<file path="src/biquadratic_escape_time_top_macros.svh">
// Assertion macros shared by the escape-time block.
`ifndef BIQUADRATIC_ESCAPE_TIME_TOP_MACROS_SVH
`define BIQUADRATIC_ESCAPE_TIME_TOP_MACROS_SVH

// Implication check, sampled on the rising clock edge and idle during reset.
`define BET_ASSERT(lbl, prop, msg) \
  lbl: assert property (@(posedge clk_i) disable iff (!rst_ni) prop) else $error(msg);

// Condition that must never be seen.
`define BET_ASSERT_NEVER(lbl, cond, msg) \
  `BET_ASSERT(lbl, !(cond), msg)

`endif

</file>
<file path="src/bet_pkg.sv">
// Shared constants, types and arithmetic helpers of the escape-time block.
package bet_pkg;

  localparam int FRAC_BITS = 28;
  localparam int IN_W      = 32;
  localparam int VAL_W     = 38;
  localparam int CNT_W     = 10;
  localparam int MAG_W     = VAL_W;
  localparam int DIGIT_W   = 10;
  localparam int NUM_CELLS = (MAG_W + DIGIT_W - 1) / DIGIT_W;
  localparam int DIG_TOT_W = NUM_CELLS * DIGIT_W;
  localparam int PROD_W    = 2 * MAG_W;

  localparam logic [VAL_W-1:0] VAL_MAX      = {1'b0, {(VAL_W-1){1'b1}}};
  localparam logic [VAL_W-1:0] VAL_MIN      = {1'b1, {(VAL_W-1){1'b0}}};
  localparam logic [VAL_W-1:0] ESCAPE_BOUND = VAL_W'(10) << FRAC_BITS;
  localparam logic [CNT_W-1:0] MAX_ITER_RESET = CNT_W'(100);

  // One stage of the squaring chain: the operand, the multiplier digits
  // still to be consumed, and the running partial product.
  typedef struct packed {
    logic                 vld;
    logic [MAG_W-1:0]     mag;
    logic [DIG_TOT_W-1:0] digits;
    logic [PROD_W-1:0]    acc;
  } cell_data_t;

  // Two's complement sum of a 38-bit value and a 32-bit value, saturated.
  function automatic logic [VAL_W-1:0] sat_add(logic [VAL_W-1:0] x, logic [IN_W-1:0] y);
    logic [VAL_W:0] s;
    s = {x[VAL_W-1], x} + {{(VAL_W+1-IN_W){y[IN_W-1]}}, y};
    if (s[VAL_W] != s[VAL_W-1]) begin
      return s[VAL_W] ? VAL_MIN : VAL_MAX;
    end
    return s[VAL_W-1:0];
  endfunction

  // Magnitude of a signed 38-bit value; the most negative value maps to 2^37.
  function automatic logic [MAG_W-1:0] abs_mag(logic [VAL_W-1:0] x);
    return x[VAL_W-1] ? MAG_W'(~x + VAL_W'(1)) : MAG_W'(x);
  endfunction

endpackage

</file>
<file path="src/bet_cell.sv">
// One cell of the squaring chain: consumes one multiplier digit per cycle.
module bet_cell (
  input  logic                clk_i,
  input  logic                rst_ni,
  input  bet_pkg::cell_data_t cell_i,
  output bet_pkg::cell_data_t cell_o
);
  import bet_pkg::*;

  logic                         vld_q;
  logic [MAG_W-1:0]             mag_q;
  logic [DIG_TOT_W-1:0]         digits_q, digits_d;
  logic [PROD_W-1:0]            acc_q, acc_d;
  logic [DIGIT_W-1:0]           digit;
  logic [MAG_W+DIGIT_W-1:0]     part_prod;

  // Most significant digit first, so the running sum shifts up one digit.
  always_comb begin
    digit     = cell_i.digits[DIG_TOT_W-1 -: DIGIT_W];
    part_prod = cell_i.mag * digit;
    acc_d     = (cell_i.acc << DIGIT_W) + PROD_W'(part_prod);
    digits_d  = cell_i.digits << DIGIT_W;
  end

  always_ff @(posedge clk_i or negedge rst_ni) begin
    if (!rst_ni) begin
      vld_q <= 1'b0;
    end else begin
      vld_q <= cell_i.vld;
    end
  end

  always_ff @(posedge clk_i) begin
    mag_q    <= cell_i.mag;
    digits_q <= digits_d;
    acc_q    <= acc_d;
  end

  assign cell_o = '{vld: vld_q, mag: mag_q, digits: digits_q, acc: acc_q};

endmodule

</file>
<file path="src/bet_square.sv">
// Fixed-point squarer: a chain of digit cells followed by shift and saturation.
module bet_square (
  input  logic                      clk_i,
  input  logic                      rst_ni,
  input  logic                      issue_vld_i,
  input  logic [bet_pkg::MAG_W-1:0] mag_i,
  output logic                      sq_vld_o,
  output logic [bet_pkg::VAL_W-1:0] sq_o
);
  import bet_pkg::*;

  cell_data_t         chain [NUM_CELLS+1];
  logic [PROD_W-1:0]  shifted;
  logic [VAL_W-1:0]   sq_d, sq_q;
  logic               sq_vld_q;

  assign chain[0] = '{vld: issue_vld_i, mag: mag_i, digits: DIG_TOT_W'(mag_i), acc: '0};

  for (genvar i = 0; i < NUM_CELLS; i++) begin : g_cell
    bet_cell u_cell (
      .clk_i  (clk_i),
      .rst_ni (rst_ni),
      .cell_i (chain[i]),
      .cell_o (chain[i+1])
    );
  end

  // The square is never negative, so only the upper limit can be hit.
  always_comb begin
    shifted = chain[NUM_CELLS].acc >> FRAC_BITS;
    if (|shifted[PROD_W-1:VAL_W-1]) begin
      sq_d = VAL_MAX;
    end else begin
      sq_d = {1'b0, shifted[VAL_W-2:0]};
    end
  end

  always_ff @(posedge clk_i or negedge rst_ni) begin
    if (!rst_ni) begin
      sq_vld_q <= 1'b0;
    end else begin
      sq_vld_q <= chain[NUM_CELLS].vld;
    end
  end

  always_ff @(posedge clk_i) begin
    sq_q <= sq_d;
  end

  assign sq_vld_o = sq_vld_q;
  assign sq_o     = sq_q;

endmodule

</file>
<file path="src/biquadratic_escape_time_top.sv">
// Top level of the escape-time test for the real map x -> (x^2 + a)^2 + b.
// Each square passes an issue register, 4 digit cells and a saturation register.
// One iteration needs two dependent squares. The block works on one point at a time: the next
// word is taken only once the result of the last one is registered and the block is idle again.
// Reset (asynchronous, active low) idles the block, sets the limit to 100, clears the result valid.
module biquadratic_escape_time_top (
  input  logic                               clk_i,
  input  logic                               rst_ni,
  input  logic                               cfg_valid_i,
  output logic                               cfg_ready_o,
  input  logic [bet_pkg::CNT_W-1:0]          cfg_max_iterations_i,
  input  logic                               in_valid_i,
  output logic                               in_ready_o,
  input  logic signed [bet_pkg::IN_W-1:0]    param_a_i,
  input  logic signed [bet_pkg::IN_W-1:0]    param_b_i,
  output logic                               out_valid_o,
  input  logic                               out_ready_i,
  output logic                               both_bounded_o,
  output logic [bet_pkg::CNT_W-1:0]          count_o,
  output logic                               from_second_orbit_o
);
  import bet_pkg::*;
  `include "biquadratic_escape_time_top_macros.svh"

  // Sequencer states. WAIT_CHECK waits for x^2 of the current orbit value,
  // which decides whether the orbit goes on; WAIT_MAP waits for (x^2 + a)^2.
  localparam logic [1:0] S_IDLE       = 2'd0;
  localparam logic [1:0] S_WAIT_CHECK = 2'd1;
  localparam logic [1:0] S_WAIT_MAP   = 2'd2;
  localparam logic [1:0] S_DONE       = 2'd3;

  logic [1:0]        state_q, state_d;
  logic [CNT_W-1:0]  max_iter_q;
  logic [IN_W-1:0]   a_q, a_d, b_q, b_d;
  logic              orbit_sel_q, orbit_sel_d;
  logic [CNT_W-1:0]  iter_cnt_q, iter_cnt_d;
  logic [CNT_W-1:0]  first_cnt_q, first_cnt_d;
  logic              mul_vld_q, mul_vld_d;
  logic [MAG_W-1:0]  mul_mag_q, mul_mag_d;
  logic              sq_vld;
  logic [VAL_W-1:0]  sq_val;
  logic              out_vld_q, out_vld_d;
  logic              out_both_q, out_both_d;
  logic [CNT_W-1:0]  out_cnt_q, out_cnt_d;
  logic              out_second_q, out_second_d;
  logic              out_free;

  // The limit register takes a word only while no point is being worked on.
  // A pending limit word wins over a new point at the same edge.
  assign cfg_ready_o = (state_q == S_IDLE);

  always_ff @(posedge clk_i or negedge rst_ni) begin
    if (!rst_ni) begin
      max_iter_q <= MAX_ITER_RESET;
    end else if (cfg_valid_i && cfg_ready_o) begin
      max_iter_q <= cfg_max_iterations_i;
    end
  end

  // The squarer holds at most one operand at a time, since every square
  // depends on the one before it.
  bet_square u_square (
    .clk_i       (clk_i),
    .rst_ni      (rst_ni),
    .issue_vld_i (mul_vld_q),
    .mag_i       (mul_mag_q),
    .sq_vld_o    (sq_vld),
    .sq_o        (sq_val)
  );

  // The output register decouples the two sides: a new point is taken
  // while the last result still waits for the consumer.
  assign out_free   = !out_vld_q || out_ready_i;
  assign in_ready_o = (state_q == S_IDLE) && !cfg_valid_i;

  always_comb begin
    state_d      = state_q;
    a_d          = a_q;
    b_d          = b_q;
    orbit_sel_d  = orbit_sel_q;
    iter_cnt_d   = iter_cnt_q;
    first_cnt_d  = first_cnt_q;
    mul_vld_d    = 1'b0;
    mul_mag_d    = mul_mag_q;
    out_vld_d    = out_vld_q && !out_ready_i;
    out_both_d   = out_both_q;
    out_cnt_d    = out_cnt_q;
    out_second_d = out_second_q;

    unique case (state_q)
      S_IDLE: begin
        if (in_valid_i && in_ready_o) begin
          // The first orbit starts at zero, whose square is zero.
          a_d         = param_a_i;
          b_d         = param_b_i;
          orbit_sel_d = 1'b0;
          iter_cnt_d  = '0;
          mul_vld_d   = 1'b1;
          mul_mag_d   = '0;
          state_d     = S_WAIT_CHECK;
        end
      end
      S_WAIT_CHECK: begin
        if (sq_vld) begin
          if (iter_cnt_q < max_iter_q && sq_val < ESCAPE_BOUND) begin
            mul_vld_d = 1'b1;
            mul_mag_d = abs_mag(sat_add(sq_val, a_q));
            state_d   = S_WAIT_MAP;
          end else if (!orbit_sel_q) begin
            // First orbit finished; the second one starts at b.
            first_cnt_d = iter_cnt_q;
            orbit_sel_d = 1'b1;
            iter_cnt_d  = '0;
            mul_vld_d   = 1'b1;
            mul_mag_d   = abs_mag({{(VAL_W-IN_W){b_q[IN_W-1]}}, b_q});
          end else begin
            state_d = S_DONE;
          end
        end
      end
      S_WAIT_MAP: begin
        if (sq_vld) begin
          // New orbit value is sat((x^2 + a)^2 + b); only its square is needed next.
          mul_vld_d  = 1'b1;
          mul_mag_d  = abs_mag(sat_add(sq_val, b_q));
          iter_cnt_d = iter_cnt_q + CNT_W'(1);
          state_d    = S_WAIT_CHECK;
        end
      end
      S_DONE: begin
        if (out_free) begin
          out_vld_d = 1'b1;
          if (iter_cnt_q >= max_iter_q && first_cnt_q >= max_iter_q) begin
            out_both_d   = 1'b1;
            out_cnt_d    = '0;
            out_second_d = 1'b0;
          end else if (iter_cnt_q < first_cnt_q) begin
            out_both_d   = 1'b0;
            out_cnt_d    = first_cnt_q;
            out_second_d = 1'b0;
          end else begin
            out_both_d   = 1'b0;
            out_cnt_d    = iter_cnt_q;
            out_second_d = 1'b1;
          end
          orbit_sel_d = 1'b0;
          state_d     = S_IDLE;
        end
      end
      default: begin
        state_d = S_IDLE;
      end
    endcase
  end

  always_ff @(posedge clk_i or negedge rst_ni) begin
    if (!rst_ni) begin
      state_q     <= S_IDLE;
      orbit_sel_q <= 1'b0;
      iter_cnt_q  <= '0;
      first_cnt_q <= '0;
      mul_vld_q   <= 1'b0;
      out_vld_q   <= 1'b0;
    end else begin
      state_q     <= state_d;
      orbit_sel_q <= orbit_sel_d;
      iter_cnt_q  <= iter_cnt_d;
      first_cnt_q <= first_cnt_d;
      mul_vld_q   <= mul_vld_d;
      out_vld_q   <= out_vld_d;
    end
  end

  always_ff @(posedge clk_i) begin
    a_q          <= a_d;
    b_q          <= b_d;
    mul_mag_q    <= mul_mag_d;
    out_both_q   <= out_both_d;
    out_cnt_q    <= out_cnt_d;
    out_second_q <= out_second_d;
  end

  assign out_valid_o         = out_vld_q;
  assign both_bounded_o      = out_both_q;
  assign count_o             = out_cnt_q;
  assign from_second_orbit_o = out_second_q;

  `BET_ASSERT(a_sq_latency, mul_vld_q |-> ##5 sq_vld, "square result did not arrive on time")
  `BET_ASSERT(a_single_issue, mul_vld_q |=> !mul_vld_q, "second square issued while one in flight")
  `BET_ASSERT_NEVER(a_sq_unexpected, sq_vld && (state_q == S_IDLE || state_q == S_DONE),
                    "square result arrived with no orbit waiting")
  `BET_ASSERT(a_cnt_limit, (state_q != S_IDLE) |-> (iter_cnt_q <= max_iter_q),
              "iteration count passed the limit")
  `BET_ASSERT(a_bounded_word, (out_valid_o && both_bounded_o) |->
              (count_o == '0 && !from_second_orbit_o), "bounded result carries a count")

endmodule

</file>
<file path="config.mk">
export PLATFORM = sky130hd
export DESIGN_NAME = biquadratic_escape_time_top
export DESIGN_NICKNAME = d
export VERILOG_FILES = /design/src/bet_pkg.sv /design/src/bet_cell.sv /design/src/bet_square.sv /design/src/biquadratic_escape_time_top.sv
export VERILOG_INCLUDE_DIRS = /design/src /design/src/src
export SDC_FILE = /design/constraint.sdc
export NUM_CORES = 2
export LEC_CHECK = 0
export ABC_AREA = 1
export BUFFER_PORTS_ARGS = -buffer_cell sky130_fd_sc_hd__buf_2
export CAP_MARGIN = 20
export CORE_MARGIN = 4
export CORE_UTILIZATION = 25
export CTS_CLUSTER_DIAMETER = 60
export DETAILED_ROUTE_END_ITERATION = 7
export SKIP_LAST_GASP = 1
export SLEW_MARGIN = 20
export SYNTH_ARGS = -nofsm -noshare
export SYNTH_HDL_FRONTEND = slang
export SYNTH_SLANG_ARGS = --single-unit
</file>
<file path="constraint.sdc">
create_clock -name clk_i -period 8.15 [get_ports clk_i]
set_input_delay 0.815 -clock clk_i [delete_from_list [all_inputs] [get_ports clk_i]]
set_output_delay 0.815 -clock clk_i [all_outputs]
set_load 0.05 [all_outputs]
</file>
Yosys cells after proc, flatten, opt, wreduce, memory -nomap -nowiden
Index checks and enable logic that the tools add are counted.
{ "word_totals": {"regBits": 609, "output_inout_bits": 15, "elab_cells": 142} }
{ "classes": {"add_sub_neg": 9, "multipliers": 4, "n_lt_le_gt_ge": 5, "n_eq_ne": 13, "mux": 56, "n_bitwise": 5, "reduce_logical": 21} }
{ "op_table": {"columns": ["cell", "n"], "rows": [
  ["$mux W38", 19],
  ["$mul A38 B10 Y48", 3],
  ["$add A38 B1 Y38 const B", 3],
  ["$not A38 Y38", 3],
  ["$pmux W38 S3", 1],
  ["$add A38 B32 Y39", 2],
  ["$add A76 B48 Y76", 1],
  ["$add A66 B48 Y66", 1],
  ["$mux W10", 6],
  ["$add A56 B48 Y56", 1],
  ["$mul A38 B8 Y46", 1],
  ["$lt A37 B32 Y1 const B", 1],
  ["$pmux W10 S3", 1],
  ["$ge A10 B10 Y1", 2],
  ["$lt A10 B10 Y1", 2],
  ["$mux W1", 20],
  ["$reduce_and A5 Y1", 3],
  ["$mux W2", 6],
  ["$reduce_or A11 Y1", 1],
  ["$add A10 B1 Y10 const B", 1],
  ["$pmux W2 S4", 1],
  ["$logic_and A1 B1 Y1", 6],
  ["$ne A2 B1 Y1 const B", 3],
  ["$ne A2 B2 Y1 const B", 3],
  ["13 further kinds", 22]
]} }

Longest topological paths before layout
{ "logic_depth": {"word_depth": 16, "mapped_depth": 37, "mapped_depth_nobuf": 36} }

By module
From an unflattened synthesis, not the netlist that was laid out.
{ "unflattened": {"cells_unflattened": 13213, "area_unflattened_um2": 93868.8} }
{ "by_module_without_submodules": {"columns": ["module", "instances", "cells_each", "area_per_inst_um2", "seq_area_each_um2"], "rows": [
  ["bet_cell (u_square.g_cell[0].u_cell)", 1, 2682, 19391.1, 2907.8],
  ["bet_cell (u_square.g_cell[1].u_cell)", 1, 2665, 19134.6, 2907.8],
  ["bet_cell (u_square.g_cell[3].u_cell)", 1, 2624, 19007.0, 2907.8],
  ["bet_cell (u_square.g_cell[2].u_cell)", 1, 2619, 18965.7, 2907.8],
  ["biquadratic_escape_time_top", 1, 2492, 16066.7, 4302.9],
  ["bet_square", 1, 131, 1303.8, 765.7]
]} }

Worst setup path after synthesis
No wires, ideal clock.
{ "synth_timing": {"path_kind": "reg-to-reg", "startpoint": "register state_q[0]", "endpoint": "register mul_mag_q[0] (enable)", "arrival_time_ns": 5.689, "t_required_ns": 7.694, "path_slack_ns": 2.004, "stages_incl_launch_ff": 11, "path_buffers": 0, "synth_period_minus_slack_ns": 6.146, "cell_sequence": "dfrtp_1 inv_1 ha_1 inv_1 nor2_1 nand2_1 inv_1 nor2_1 nor2_1 o31ai_1 a31oi_1"} }
{ "synth_via": {"elab_chain_len": 5} }
{ "synth_lines": {"columns": ["item", "line", "text"], "rows": [
  ["from (decl)", "biquadratic_escape_time_top.sv:32", "logic [1:0] state_q, state_d;"],
  ["from (signal assigned)", "biquadratic_escape_time_top.sv:165", "state_q <= state_d;"],
  ["$logic_not A2 Y1", null, null],
  ["via cfg_ready_o", "biquadratic_escape_time_top.sv:10", "output logic cfg_ready_o,"],
  ["$logic_and A1 B1 Y1", "biquadratic_escape_time_top.sv:74", "assign in_ready_o = (state_q == S_IDLE) && !cfg_valid_i;"],
  ["via in_ready_o", "biquadratic_escape_time_top.sv:13", "output logic in_ready_o,"],
  ["$logic_and A1 B1 Y1", "biquadratic_escape_time_top.sv:92", "if (in_valid_i && in_ready_o) begin"],
  ["$ne A2 B1 Y1 (no line)", null, null],
  ["$reduce_and A5 Y1 (no line)", null, null],
  ["to (signal assigned)", "biquadratic_escape_time_top.sv:177", "mul_mag_q <= mul_mag_d;"],
  ["to (decl)", "biquadratic_escape_time_top.sv:39", "logic [MAG_W-1:0] mul_mag_q, mul_mag_d;"]
]} }
The timed path passes the listed nets, and every way through them passes these cells.
A chain may end at the register's enable or synchronous reset.

Worst setup path after layout
{ "layout_timing": {"startpoint": "register mul_mag_q[32]", "endpoint": "register u_square.g_cell[0].u_cell.acc_q[35]"} }
{ "layout_via": {"elab_chain_len": 1} }
{ "layout_lines": {"columns": ["item", "line", "text"], "rows": [
  ["$mul A38 B8 Y46", "bet_cell.sv:20", "part_prod = cell_i.mag * digit;"],
  ["via u_square.g_cell[0].u_cell.acc_d[35]", "bet_cell.sv:13", "logic [PROD_W-1:0] acc_q, acc_d;"],
  ["to (signal assigned)", "bet_cell.sv:36", "acc_q <= acc_d;"],
  ["to (decl)", "bet_cell.sv:13", null]
]} }
The timed path passes the listed nets, and every way through them passes these cells.

==> summary.txt <==
Yosys
  • Synthesized-area fraction occupied by and/or/nand/nor cells: approximately a fifth
  • Synth Register Bits: between 500 and 600
  • Post-Syn Area per Cell: about 7.7 um^2
  • Syn. warnings: 0
  • Adder-Cell Fraction of Synth Area: 40.2%
  • Cell Area, Synth: approximately 70000 um^2
  • Top cell type's share of synthesized area: 32.0%
  • Post-synth top area cell: fa_1
  • Cells after Synth: 9234
  • Syn Nets: 10900
  • Synth Area in Compound Gates: under 10%
  • Seq/Total Area, Yosys: 16.6%
  • Synth area leaders: fa_1 32%, nand2_1 12%, inv_1 12%
  • Unique masters post-synth: 61
  • XOR/XNOR share of the synthesized area: 3.24%
  • Mux contribution to synthesized area: 0.0158%
  • Main combinational cell family by area after synthesis: adder cells

Hold path
  • Worst hold path class: input pin to asynchronous set/reset pin

STA
  • RSZ-0062 raised after global routing: no
  • Max Slew Vio Count: 0
  • Peak Freq: between 100 and 150 MHz
  • Hold violation count in the final report: 0
  • Relative max-transition margin: 30.4%
  • Worst Tran Pin Value: between 1000 and 1500 ps
  • Setup Viol. Count Final: 0
  • Final Cycle Share: slightly below 90%
  • Final critical-path required period: about 7000 ps
  • Worst Clk Skew: 24.9 ps
  • Setup tns final: 0 ps

GRT
  • First-pass GRT wire length: 353000 um
  • Met2 GRT Util: about a quarter
  • Maximum number of pins on one net before global-route repair: 66
  • Initial antenna violation count: 9
  • GRT Resource Usage Total: about 15%
  • Most Used Layer, Global Route: met2
  • Met3 Usage GRT: 1.97%
  • GR Util met1: 20.8%
  • GRT overflow: 0
  • Number of global-route vias before repair: 59500

Die
  • Die height: approximately 540 um
  • Initial Utilization: approximately 25%
  • # IOs: between 90 and 100
  • Die ar.: 293000 um^2
  • Die X: between 500 and 600 um
  • Rows: 195
  • Area of the core: roughly 280000 um^2

Critical path
  • Worst R2R Setup Slack: between 1000 and 1500 ps
  • R2r endpoint: u_square.g_cell[0].u_cell.acc_q[35]
  • WP buf/inv: 5
  • Worst Setup Path Type: flip-flop to flip-flop
  • CP top delay family: compound AO/OA/AOI/OAI gates
  • R2r worst-path depth: 22
  • Critical path launch point type: flip-flop
  • Critical Path Stages: 22
  • Reg2Reg Launch Point: mul_mag_q[32]
  • Worst path most repeated cell: fa_1
  • CP Capture Type: flip-flop
  • Worst-path cell chain: buf_4 > nand2_1 > inv_1 > fa_1 > fa_1 > inv_1 > fa_1 > inv_1 > fa_1 > ha_1 > nand3b_1 > nand2_1 > a21oi_1 > o21ai_0 > a21boi_0 > o21ai_0 > a21boi_0 > o21ai_0 > a21boi_0 > buf_4 > o21bai_1 > xor2_1
  • Slowest cell delay on critical path: 610 ps
  • Slowest CP cell: xor2_1
  • CP required: 8660 ps
  • Crit path arrival time: between 7000 and 8000 ps
  • Crit path max fanout: 38

Routing
  • Vias per cell: around 4.5
  • Final WL: 227000 um
  • Final ANT Viol Nets: 0
  • DR WL/cell: about 18 um
  • Initial DRC Count: 4163
  • DRT Pass-1 Iters: 6
  • DR DRC count: 0
  • Via count: 58100

Clocking
  • CTS tree: yes
  • Resize count post-CTS: 0
  • Clk buf depth: 3
  • Worst-Skew Late Latency: 700 ps
  • Clock sink count: 521
  • Hold_buf cts: 0
  • Number of H-tree levels: 2
  • Post-CTS Setup Bufs: 0
  • Worst-path clk slew: 70 ps
  • Clk root buf: clkbuf_16
  • CTS buffer count: 59

Place
  • Port buffer count: 93
  • GP Congestion: 0.954
  • Post-DP HPWL: between 150000 and 200000 um

Cells and area
  • Most frequent cells in the layout: 2317 x nand2_1, 2244 x inv_1, 1136 x fa_1
  • Nets: 10800
  • Commonest non-fill, non-tap cell in the layout: nand2_1
  • Area growth syn-to-layout: 9.15%
  • Share of post-route cells with drive strength above 1: 3.98%

Run
  • Maxcap violations: 0

Status
  • Status: finished clean
metrics by stage:
| step | std cells | hold WS, ps | area, um^2 | util, % | setup slack (ps) |
|---|---|---|---|---|---|
| 2_1_floorplan | 9234 | 329 | 71100 | - | 2000 |
| 3_3_place_gp | 12800 | 333 | 75500 | 26.7 | 1110 |
| 3_5_place_dp | 12800 | 339 | 75500 | 26.7 | 1060 |
| 4_1_cts | 12900 | 242 | 77600 | 27.4 | 1020 |
| 5_1_grt | 12900 | 253 | 77600 | 27.5 | 511 |
| 6_report | 12900 | 243 | 77600 | 27.5 | 1100 |
layout make-up:
class                      count  area (um^2)
fill                       30700       205000
multi-input combinational   6140        49600
sequential                   521        11800
inverter                    2253         8460
tap                         3743         4680
clock buffer                  75         1640
timing repair buffer         162          991
clock inverter                35          453
antenna                        4         10.0
registers in the layout, indices dropped and copies added (netlist names), 2 cells and up:
signal                        count
u_square.g_cell.u_cell.acc_q    216
u_square.g_cell.u_cell.mag_q    114
mul_mag_q                        38
u_square.sq_o                    37
a_q                              32
b_q                              32
count_o                          10
first_cnt_q                      10
iter_cnt_q                       10
max_iter_q                       10
u_square.g_cell.u_cell.vld_q      4
state_q                           2
synth_stat cells (all sizes together):
| master | instances |
|---|---|
| a21oi | 469 |
| o2111ai | 6 |
| nand3b | 23 |
| and3 | 4 |
| mux2 | 1 |
| a2111oi | 2 |
| clkbuf | 183 |
| o31ai | 8 |
| a22oi | 1 |
| inv | 2248 |
| ha | 465 |
| nand2 | 2349 |
| edfxtp | 114 |
| buf | 137 |
| nor4 | 24 |
| a21o | 22 |
| and2 | 4 |
| clkinv | 5 |
| a31o | 2 |
| or2 | 11 |
| a31oi | 54 |
| nor4b | 1 |
| nor3 | 68 |
| a21boi | 19 |
| nand3 | 243 |
| a41oi | 1 |
| nor2 | 555 |
| fa | 1136 |
| xor2 | 165 |
| dfxtp | 367 |
| o311ai | 4 |
| nand4 | 42 |
| xnor2 | 98 |
| dfstp | 3 |
| a211oi | 1 |
| dfrtp | 37 |
| nor3b | 5 |
| o21bai | 24 |
| o21ai | 258 |
| o211a | 2 |
| o21a | 38 |
| o211ai | 19 |
| o221ai | 10 |
| o22ai | 6 |
routing by layer:
| layer | share of wire, % | up-vias |
|---|---|---|
| li1 | - | 27300 |
| met1 | 44 | 28600 |
| met2 | 45 | 1824 |
| met3 | 6.2 | 358 |
| met4 | 4.4 | 0 |
| met5 | 0 | - |
kinds of logic after synthesis:
logic type               Yosys count
buffers and inverters           2573
multiplexers                       1
AO/OA/AOI/OAI                    946
XOR/XNOR                         263
flip-flops                       521
AND/OR/NAND/NOR                 3329
adder cells (fa/ha/maj)         1601
worst max-delay path by stage:
stage | end | startpoint | slack (ps)
floorplan | mul_mag_q[0] | state_q[0] | 2000
CTS | u_square.g_cell[1].u_cell.acc_q[54] | u_square.g_cell[0].u_cell.mag_q[20] | 1020
finish | u_square.g_cell[0].u_cell.acc_q[35] | mul_mag_q[32] | 1100
global placement | u_square.g_cell[1].u_cell.acc_q[54] | u_square.g_cell[0].u_cell.mag_q[20] | 1110
detailed placement | u_square.g_cell[1].u_cell.acc_q[54] | u_square.g_cell[0].u_cell.mag_q[20] | 1060
global route | u_square.g_cell[3].u_cell.acc_q[67] | u_square.g_cell[2].u_cell.mag_q[3] | 510
Power is left out: the tool's default activity adds up to more than one toggle a clock period on the data nets, which glitch-free logic cannot reach.
